File: src/rtl/vpfa_pkg.sv
// Package for the video payload frame assembler: field widths, header flag
// positions, limits and item codes. No dependencies.
package vpfa_pkg;

    localparam int PACKET_BYTES_MAX = 3072;
    localparam int OFFSET_BITS      = 24;

    localparam int BYTE_W = 8;
    localparam int LEN_W  = 12;
    localparam int FILL_W = 24;
    localparam int HDR_W  = 8;

    localparam logic [FILL_W-1:0] LIMIT_RESET = FILL_W'(42666);
    localparam logic [LEN_W-1:0]  POS_MAX     = {LEN_W{1'b1}};
    localparam logic [LEN_W-1:0]  LEN_MAX     = LEN_W'(PACKET_BYTES_MAX);
    localparam logic [LEN_W-1:0]  LEN_MIN     = LEN_W'(2);
    localparam logic [HDR_W-1:0]  HDR_MIN     = HDR_W'(2);

    // frame offsets wrap at OFFSET_BITS
    localparam logic [FILL_W-1:0] OFFSET_MASK =
        FILL_W'((64'd1 << OFFSET_BITS) - 64'd1);

    // bit positions in the flags byte (byte 1 of a packet)
    localparam int FLAG_ERROR_BIT = 6;
    localparam int FLAG_EOF_BIT   = 1;

    // item codes
    localparam logic MODE_START = 1'b0;
    localparam logic MODE_BYTE  = 1'b1;

endpackage

File: src/rtl/video_payload_frame_assembler.sv
// Video payload frame assembler, top level; depends on vpfa_pkg.
// Takes one packet byte per word and decides combinationally whether it is
// header, flags or frame payload. A word whose mode is start clears all frame
// state and gives no result. Byte 0 of a packet is the header length, byte 1
// the flags (bit 6 error, bit 1 end of frame); a packet is dropped on a
// transfer error in byte 0 or 1, the error flag, a length below 2 or above the
// packet maximum, or a header length below 2 or above the packet length.
// Payload bytes after the header leave with their frame offset while the frame
// holds fewer than frame_limit bytes; on the last byte of a packet the frame
// completes on overflow, or on end of frame with a non-empty frame, and later
// packets are ignored until the next start. Rate: one word per clock unless
// stalled; each accepted word's result is registered. All state lives in a few
// counters and flags updated in the accepting cycle, and the single result
// register decouples the two sides, so input is stalled only while a held
// result is itself stalled. frame_limit may be written only while idle.
module video_payload_frame_assembler (
    input  logic                          i_clk,
    input  logic                          i_rst_n,
    // configuration
    input  logic                          i_cfg_we,
    input  logic [vpfa_pkg::FILL_W-1:0]   i_cfg_data,
    // input words
    input  logic                          i_valid,
    output logic                          o_stall,
    input  logic                          i_mode,
    input  logic [vpfa_pkg::BYTE_W-1:0]   i_data_byte,
    input  logic                          i_first_of_packet,
    input  logic [vpfa_pkg::LEN_W-1:0]    i_packet_length,
    input  logic                          i_packet_error,
    // result words
    output logic                          o_valid,
    input  logic                          i_stall,
    output logic                          o_payload_valid,
    output logic [vpfa_pkg::BYTE_W-1:0]   o_payload_byte,
    output logic [vpfa_pkg::FILL_W-1:0]   o_frame_offset,
    output logic                          o_frame_done,
    output logic [vpfa_pkg::FILL_W-1:0]   o_frame_length
);
    import vpfa_pkg::*;

    // configuration and frame state
    logic [FILL_W-1:0] r_frame_limit;
    logic              r_capture_done, n_capture_done;
    logic [FILL_W-1:0] r_frame_fill,   n_frame_fill;
    logic [LEN_W-1:0]  r_byte_pos,     n_byte_pos;
    logic [HDR_W-1:0]  r_header,       n_header;
    logic              r_skipped,      n_skipped;
    logic              r_eof,          n_eof;
    logic              r_overflow,     n_overflow;

    // result register
    logic              r_out_valid;
    logic              r_pay_valid;
    logic [BYTE_W-1:0] r_pay_byte;
    logic [FILL_W-1:0] r_offset;
    logic              r_done;
    logic [FILL_W-1:0] r_length;

    logic              in_acc;
    logic              out_free;
    logic [LEN_W-1:0]  pos;
    logic              pos_zero;
    logic [LEN_W:0]    pos_next;
    logic              pay_valid;
    logic              done;
    logic [FILL_W-1:0] offset;
    logic              has_result;

    // the result register frees up when empty or when its word is taken
    assign out_free = !r_out_valid || !i_stall;
    assign o_stall  = !out_free;
    assign in_acc   = i_valid && out_free;

    assign pos      = i_first_of_packet ? '0 : r_byte_pos;
    assign pos_zero = (pos == '0);
    assign pos_next = {1'b0, pos} + (LEN_W+1)'(1);

    always_comb begin
        // a new packet starts with fresh per-packet flags
        n_header       = pos_zero ? '0   : r_header;
        n_skipped      = pos_zero ? 1'b0 : r_skipped;
        n_eof          = pos_zero ? 1'b0 : r_eof;
        n_overflow     = pos_zero ? 1'b0 : r_overflow;
        n_capture_done = r_capture_done;
        n_frame_fill   = r_frame_fill;
        pay_valid      = 1'b0;
        done           = 1'b0;
        offset         = '0;

        if (!n_skipped) begin
            if (pos_zero) begin
                n_header = i_data_byte;
                if (r_capture_done || i_packet_error
                    || i_packet_length < LEN_MIN || i_packet_length > LEN_MAX
                    || i_data_byte < HDR_MIN
                    || LEN_W'(i_data_byte) > i_packet_length) begin
                    n_skipped = 1'b1;
                end
            end else if (pos == LEN_W'(1)) begin
                if (i_packet_error || i_data_byte[FLAG_ERROR_BIT]) begin
                    n_skipped = 1'b1;
                end
                n_eof = i_data_byte[FLAG_EOF_BIT];
            end else if (pos >= LEN_W'(n_header)) begin
                if (r_frame_fill < r_frame_limit) begin
                    pay_valid    = 1'b1;
                    offset       = r_frame_fill;
                    n_frame_fill = (r_frame_fill + FILL_W'(1)) & OFFSET_MASK;
                end else begin
                    n_overflow = 1'b1;
                end
            end
            // last byte of the packet: close it and judge the frame
            if (!n_skipped && pos_next >= {1'b0, i_packet_length}) begin
                if (n_overflow || (n_eof && n_frame_fill != '0)) begin
                    n_capture_done = 1'b1;
                    done           = 1'b1;
                end
                n_skipped = 1'b1;
            end
        end

        n_byte_pos = (pos < POS_MAX) ? pos_next[LEN_W-1:0] : POS_MAX;
    end

    assign has_result = (i_mode == MODE_BYTE) && (pay_valid || done);

    always_ff @(posedge i_clk) begin
        if (!i_rst_n) begin
            r_frame_limit  <= LIMIT_RESET;
            r_capture_done <= 1'b0;
            r_frame_fill   <= '0;
            r_byte_pos     <= '0;
            r_header       <= '0;
            r_skipped      <= 1'b0;
            r_eof          <= 1'b0;
            r_overflow     <= 1'b0;
            r_out_valid    <= 1'b0;
        end else begin
            if (i_cfg_we) begin
                r_frame_limit <= i_cfg_data;
            end
            if (in_acc) begin
                case (i_mode)
                    MODE_START: begin
                        // drop everything gathered so far
                        r_capture_done <= 1'b0;
                        r_frame_fill   <= '0;
                        r_byte_pos     <= '0;
                        r_header       <= '0;
                        r_skipped      <= 1'b0;
                        r_eof          <= 1'b0;
                        r_overflow     <= 1'b0;
                    end
                    MODE_BYTE: begin
                        r_capture_done <= n_capture_done;
                        r_frame_fill   <= n_frame_fill;
                        r_byte_pos     <= n_byte_pos;
                        r_header       <= n_header;
                        r_skipped      <= n_skipped;
                        r_eof          <= n_eof;
                        r_overflow     <= n_overflow;
                    end
                    default: begin
                        r_capture_done <= r_capture_done;
                    end
                endcase
            end
            if (out_free) begin
                r_out_valid <= in_acc && has_result;
            end
        end
    end

    // result payload: load only with a fresh result
    always_ff @(posedge i_clk) begin
        if (in_acc && has_result) begin
            r_pay_valid <= pay_valid;
            r_pay_byte  <= pay_valid ? i_data_byte : '0;
            r_offset    <= offset & OFFSET_MASK;
            r_done      <= done;
            r_length    <= n_frame_fill;
        end
    end

    assign o_valid         = r_out_valid;
    assign o_payload_valid = r_pay_valid;
    assign o_payload_byte  = r_pay_byte;
    assign o_frame_offset  = r_offset;
    assign o_frame_done    = r_done;
    assign o_frame_length  = r_length;

`ifndef SYNTHESIS
    // every result word carries a stored byte or a frame completion
    a_result_reason: assert property (@(posedge i_clk) disable iff (!i_rst_n)
        o_valid |-> (o_payload_valid || o_frame_done))
        else $error("result word with neither payload nor frame end");

    // completing a frame locks the capture
    a_done_locks: assert property (@(posedge i_clk) disable iff (!i_rst_n)
        (in_acc && has_result && done) |=> r_capture_done)
        else $error("frame completed but capture not marked done");

    // a stored byte always sits just below the reported frame length
    a_offset_length: assert property (@(posedge i_clk) disable iff (!i_rst_n)
        (o_valid && o_payload_valid) |->
            (((o_frame_offset + FILL_W'(1)) & OFFSET_MASK) == o_frame_length))
        else $error("frame offset and length disagree");

    // no payload is stored once the capture is complete
    a_no_store_after_done: assert property (@(posedge i_clk) disable iff (!i_rst_n)
        (in_acc && i_mode == MODE_BYTE && r_capture_done) |-> !pay_valid)
        else $error("payload stored after capture completed");
`endif

endmodule
File: config.mk
export PLATFORM = sky130hd
export DESIGN_NAME = video_payload_frame_assembler
export DESIGN_NICKNAME = d
export VERILOG_FILES = /design/src/rtl/vpfa_pkg.sv /design/src/rtl/video_payload_frame_assembler.sv
export SDC_FILE = /design/constraint.sdc
export NUM_CORES = 1
export LEC_CHECK = 0
export ABC_AREA = 0
export BUFFER_PORTS_ARGS = -buffer_cell sky130_fd_sc_hd__buf_2
export CELL_PAD_IN_SITES_DETAIL_PLACEMENT = 0
export CELL_PAD_IN_SITES_GLOBAL_PLACEMENT = 2
export CORE_MARGIN = 2
export CORE_UTILIZATION = 37
export CTS_BUF_LIST = sky130_fd_sc_hd__clkbuf_8
export DETAILED_ROUTE_END_ITERATION = 10
export PLACE_DENSITY_LB_ADDON = 0.1
export SKIP_CTS_REPAIR_TIMING = 1
export SYNTH_ARGS = -nofsm -noshare
export SYNTH_HDL_FRONTEND = slang
export SYNTH_SLANG_ARGS = --single-unit
File: constraint.sdc
create_clock -name i_clk -period 10.55 [get_ports i_clk]
set_clock_uncertainty 0.1 [all_clocks]
set_input_delay 1.055 -clock i_clk [delete_from_list [all_inputs] [get_ports i_clk]]
set_output_delay 1.055 -clock i_clk [all_outputs]
set_load 0.1 [all_outputs]
==> impl_metrics.env, run 1 <==
export IMPL_start_util_pct=38.0
export IMPL_yosysSeqAreaShare_pct=41.4
export IMPL_power_leakage_nw=3.57
export IMPL_area_growth_pct=14.8
export IMPL_cts_tree="built"
export IMPL_synth_area_leaders="edfxtp_1, dfxtp_1, ha_1, nor2b_1, nand2_1"
export IMPL_fp_dieArea_um2=22100
export IMPL_antenna_cells=0
export IMPL_io_buffers=111
export IMPL_power_switching_mw=0.274
export IMPL_min_path_type="register to register"
export IMPL_yosysTopAreaCell="edfxtp_1"
export IMPL_drtPass1Iterations=5
export IMPL_clk_pin_slew_ps=80
export IMPL_period_share_pct=57.1
export IMPL_timing_fmax_ghz=0.166
export IMPL_synthArstFlopShare_pct=0
export IMPL_hold_depth=2
export IMPL_dpl_hpwl_um=15600
export IMPL_netSwitchingFraction_pct=24.9
export IMPL_fillers=2024
export IMPL_setup_viol=0
export IMPL_synth_most_common_cell="nand2_1"
export IMPL_clock_sinks=131
export IMPL_viasPerCell=5.20
export IMPL_pwr_share_comb_pct=9.3
export IMPL_drt_iter0_markers=320
export IMPL_tightestPinTransition_ps=787
export IMPL_yosys_register_bits=131
export IMPL_yosysTopAreaCellShare_pct=22.5
export IMPL_grt_pass1_vias=6035
export IMPL_avgSynthCellArea_um2=9.38
export IMPL_syn_num_nets=932
export IMPL_io_pins=112
export IMPL_ys_types=73
export IMPL_coreArea_um2=20400
export IMPL_synth_cells=825
export IMPL_hold_viol=0
export IMPL_routabilityCongestion=0.834
export IMPL_worstPathRequired_ps=10530
export IMPL_layout_drive_gt1_share_pct=18.5
export IMPL_synth_edff_count=58
export IMPL_rows=52
export IMPL_path_class="input port to register"
export IMPL_cts_made_buffers=17
export IMPL_p_int_mw=0.825
export IMPL_dr_total_vias=6184
export IMPL_cp_end_kind="register"
export IMPL_drc=0
export IMPL_peakVddDrop_v=0.0000638
export IMPL_slew_headroom_pct=47.5
export IMPL_grt_max_degree=75
export IMPL_die_y_um=149
export IMPL_htree_levels=4
export IMPL_worstPathMaxFanout=45
export IMPL_grt_usage_pct=19.5
export IMPL_final_setup_tns_ps=0
export IMPL_run_status="finished, final reports clean"
export IMPL_post_route_min_period_ps=6020
export IMPL_yosys_warnings=0
export IMPL_die_w_um=149
export IMPL_seq_power_share_pct=49.2
export IMPL_cts_root_buf="clkbuf_8"
export IMPL_grt_overflow_total=0
export IMPL_maxCapViolCount=0
export IMPL_grt_pass1_wl_um=33000
export IMPL_synth_area_um2=7740
export IMPL_power_mw=1.10
export IMPL_insertion_delay_ps=450
export IMPL_wirelength_um=21200
export IMPL_cp_arrival_ps=6000
export IMPL_wire_per_inst_um=17.8
export IMPL_synthTopCellsByCount="nand2_1, dfxtp_1, edfxtp_1, nor2b_1, ha_1"
export IMPL_rsz0062_at_grt="no"
export IMPL_synth_ff_type="dfxtp_1"
export IMPL_grt_antenna_before_repair=0
export IMPL_reg2regPathDepth=15
export IMPL_ant_nets=0
export IMPL_clock_path_buffers=2
export IMPL_num_nets_final=1013
export IMPL_clkPwrFrac_pct=41.5
export IMPL_critPathLaunchType="input port"
export IMPL_p_per_area_nw_per_um2=124
export IMPL_drv_slew=0
through the flow:
step / std cells / instance area, µm² / util (%) / setup slack (ps) / hold WS [ps]
2_1_floorplan: 825 / 7740 / - / 1430 / 355
3_3_place_gp: 1157 / 8460 / 41.5 / 4320 / 385
3_5_place_dp: 1157 / 8460 / 41.5 / 4090 / 385
4_1_cts: 1189 / 8880 / 43.6 / 4570 / 399
5_1_grt: 1189 / 8880 / 43.6 / 4170 / 415
6_report: 1189 / 8880 / 43.6 / 4530 / 397
power by group through the flow:
stage	combinational (mW)	sequential, mW	clock (mW)
floorplan	0.0533	0.570	0
global placement	0.102	0.552	0
detailed placement	0.103	0.552	0
CTS	0.104	0.541	0.471
global route	0.113	0.541	0.492
finish	0.102	0.541	0.456
area by class of cell:
class / count / area (µm²) / area share (%)
Timing Repair Buffer: 116 / 593 / 6.68
Clock inverter: 11 / 135 / 1.52
Inverter: 45 / 169 / 1.90
Multi-Input combinational cell: 595 / 4160 / 46.8
Clock buffer: 21 / 289 / 3.25
Sequential cell: 131 / 3200 / 36.1
Tap cell: 270 / 338 / 3.80
critical path: stages:
cell and delay (ps):
buf_2 250, nand2b_1 250, ha_1 230, inv_1 60, or2_0 490, and2_1 310
ha_1 270, nand2b_1 90, a211oi_1 70, nor3_1 350, o21a_1 400, nand3_1 220
or3_1 390, o2111ai_1 160, nor4_4 110, o31ai_4 630, buf_4 600
path summary, 6_finish.rpt:
check,start,to,slack (ps)
min reg2reg,r_byte_pos[1],r_byte_pos[1],400
max,i_first_of_packet,o_payload_byte[5],4530
min,r_byte_pos[1],r_byte_pos[1],400
max reg2reg,r_byte_pos[8],o_payload_byte[5],4940
cell families after synthesis:
family                   after synthesis  synth area share (%)
AND/OR/NAND/NOR                      319                  22.1
XOR/XNOR                              41                  4.64
flip-flops                           131                  41.4
buffers and inverters                 99                  5.11
AO/OA/AOI/OAI                        151                  14.0
multiplexers                          29                  3.85
adder cells (fa/ha/maj)               55                  8.89
flip-flops by register name, summed over array words and instances (netlist names):
name / count
o_frame_offset: 24
o_payload_valid: 1
r_overflow: 1
r_frame_fill: 24
o_frame_length: 24
r_byte_pos: 12
r_header: 8
r_eof: 1
o_valid: 1
o_payload_byte: 8
r_skipped: 1
r_capture_done: 1
r_frame_limit: 24
o_frame_done: 1
per-layer routing:
metal	part of all wire, %	vias up	track usage (%)
met3	2.4	26	3.01
met5	0	-	0
met2	51	106	34.3
met4	2.0	0	6.62
li1	-	3080	-
met1	45	2972	24.3
placed cells by master (no fill, tap or decap), types with 27 or more instances in the layout:
master / count
nor2_1: 46
ha_1: 55
nor2b_1: 58
inv_1: 46
and2_1: 35
a22oi_1: 27
xor2_1: 30
edfxtp_1: 58
buf_2: 111
dfxtp_1: 73
nand2_1: 83
Power figures use the tool's default switching activity.
==> inputs of run 2 (changes only) <==
- clock period: 10.55 -> 6.3 ns (I/O delays scaled with it)
==> run 2 against run 1 <==
Compared with the run above:
- sequential share of layout area shrank 0.29 points
- final cell count is the same
- critical endpoint is now o_frame_offset[10]
- first-iteration DRC count shrank 19%
==> impl_metrics.env, run 2 (synthesis results as in run 1) <==
export IMPL_grt_pass1_vias=6312
export IMPL_routabilityCongestion=0.879
export IMPL_layout_common_cells="buf_2, nand2_1, dfxtp_1, nor2b_1, edfxtp_1"
export IMPL_peakVddDrop_v=0.000117
export IMPL_power_leakage_nw=3.60
export IMPL_tightestPinTransition_ps=923
export IMPL_grt_overflow_total=0
export IMPL_cp_num_buf_inv=1
export IMPL_run_status="finished, final reports clean"
export IMPL_clk_pin_slew_ps=80
export IMPL_timing_fmax_ghz=0.184
export IMPL_layout_commonest_cell="buf_2"
export IMPL_hold_viol=0
export IMPL_slew_headroom_pct=38.2
export IMPL_antenna_cells=0
export IMPL_final_setup_tns_ps=0
export IMPL_worstPathRequired_ps=6330
export IMPL_cts_root_buf="clkbuf_8"
export IMPL_num_nets_final=1013
export IMPL_dr_total_vias=6202
export IMPL_critical_path_slowest_cell="o31ai_4"
export IMPL_die_y_um=149
export IMPL_drv_slew=0
export IMPL_grt_antenna_before_repair=0
export IMPL_area_growth_pct=15.7
export IMPL_cp_arrival_ps=5460
export IMPL_period_share_pct=86.2
export IMPL_path_delay_family="simple AND/OR/NAND/NOR gates"
export IMPL_viasPerCell=5.22
export IMPL_maxCapViolCount=0
export IMPL_clock_sinks=131
export IMPL_fp_dieArea_um2=22100
export IMPL_ant_nets=0
export IMPL_htree_levels=4
export IMPL_rows=52
export IMPL_start_util_pct=38.0
export IMPL_cts_tree="built"
export IMPL_drc=0
export IMPL_io_pins=112
export IMPL_post_route_min_period_ps=5430
export IMPL_critPathLaunchType="register"
export IMPL_drtPass1Iterations=4
export IMPL_setup_viol=0
export IMPL_cp_cell_sequence="nor4_2 -> a31oi_1 -> or2_0 -> and2_1 -> ha_1 -> nand2b_1 -> a211oi_1 -> nor3_1 -> o21a_1 -> nand3_1 -> or3_1 -> o2111ai_1 -> nor4_4 -> o31ai_4 -> buf_12"
export IMPL_drt_iter0_markers=259
export IMPL_cts_made_buffers=17
export IMPL_layout_drive_gt1_share_pct=18.6
export IMPL_min_path_type="input port to register"
export IMPL_wire_per_inst_um=18.2
export IMPL_crit_path_max_incr_delay_ps=780
export IMPL_rsz0062_at_grt="no"
export IMPL_insertion_delay_ps=450
export IMPL_finalCoreUtilization_pct=44.0
export IMPL_grt_usage_pct=20.0
export IMPL_wirelength_um=21600
export IMPL_grt_pass1_wl_um=34100
export IMPL_io_buffers=111
export IMPL_dpl_hpwl_um=16000
export IMPL_grt_max_degree=75
export IMPL_die_w_um=149
export IMPL_path_class="register to register"
export IMPL_clock_path_buffers=2
export IMPL_cp_end_kind="register"
export IMPL_p_per_area_nw_per_um2=218
export IMPL_coreArea_um2=20400
export IMPL_worstPathMaxFanout=42
==> run 2: per-layer routing <==
layer	vias up	track usage, %	wire length, µm
met2	110	36.3	11300
met5	-	0	0
met1	2986	24.2	9340
li1	3082	-	-
met4	0	5.52	293
met3	24	3.96	661
==> run 2: area by class of cell <==
| class | instances | area, µm² |
|---|---|---|
| fill | 2039 | 11400 |
| clock inverter | 14 | 235 |
| timing repair buffer | 116 | 606 |
| multi-input combinational | 595 | 4160 |
| clock buffer | 18 | 248 |
| inverter | 45 | 169 |
| sequential | 131 | 3200 |
| tap | 270 | 338 |
==> run 2: worst paths after layout <==
| kind | cells past startpoint | start | endpoint | slack, ps |
|---|---|---|---|---|
| min | 3 | i_cfg_data[10] | r_frame_limit[10] | 290 |
| max reg2reg | 15 | r_byte_pos[8] | o_frame_offset[10] | 870 |
| max | 15 | r_byte_pos[8] | o_frame_offset[10] | 870 |
| min reg2reg | 2 | r_byte_pos[1] | r_byte_pos[1] | 390 |
==> run 2: stage by stage <==
stage / hold slack (ps) / worst slack, ps / std cells / instance area [µm²] / power [mW]
detailed placement: 376 / 524 / 1157 / 8470 / 1.10
finish: 286 / 871 / 1189 / 8950 / 1.95
global route: 272 / 536 / 1189 / 8950 / 2.03
global placement: 384 / 651 / 1157 / 8470 / 1.10
floorplan: 355 / 524 / 825 / 7750 / 1.04
CTS: 257 / 866 / 1189 / 8950 / 1.98
==> run 2: tightest hold or removal path: cells and delay by family <==
kind,cells,cell delay (ps)
AND/OR/NAND/NOR,1,40
AO/OA/AOI/OAI,1,60
buffers and inverters,1,70
==> run 2: power by group <==
part           total (mW)  leakage (nW)  switching [mW]  internal (mW)
clock network       0.874         0.246           0.353          0.521
logic               0.173          2.30           0.117         0.0558
registers           0.905          1.05         0.00830          0.897
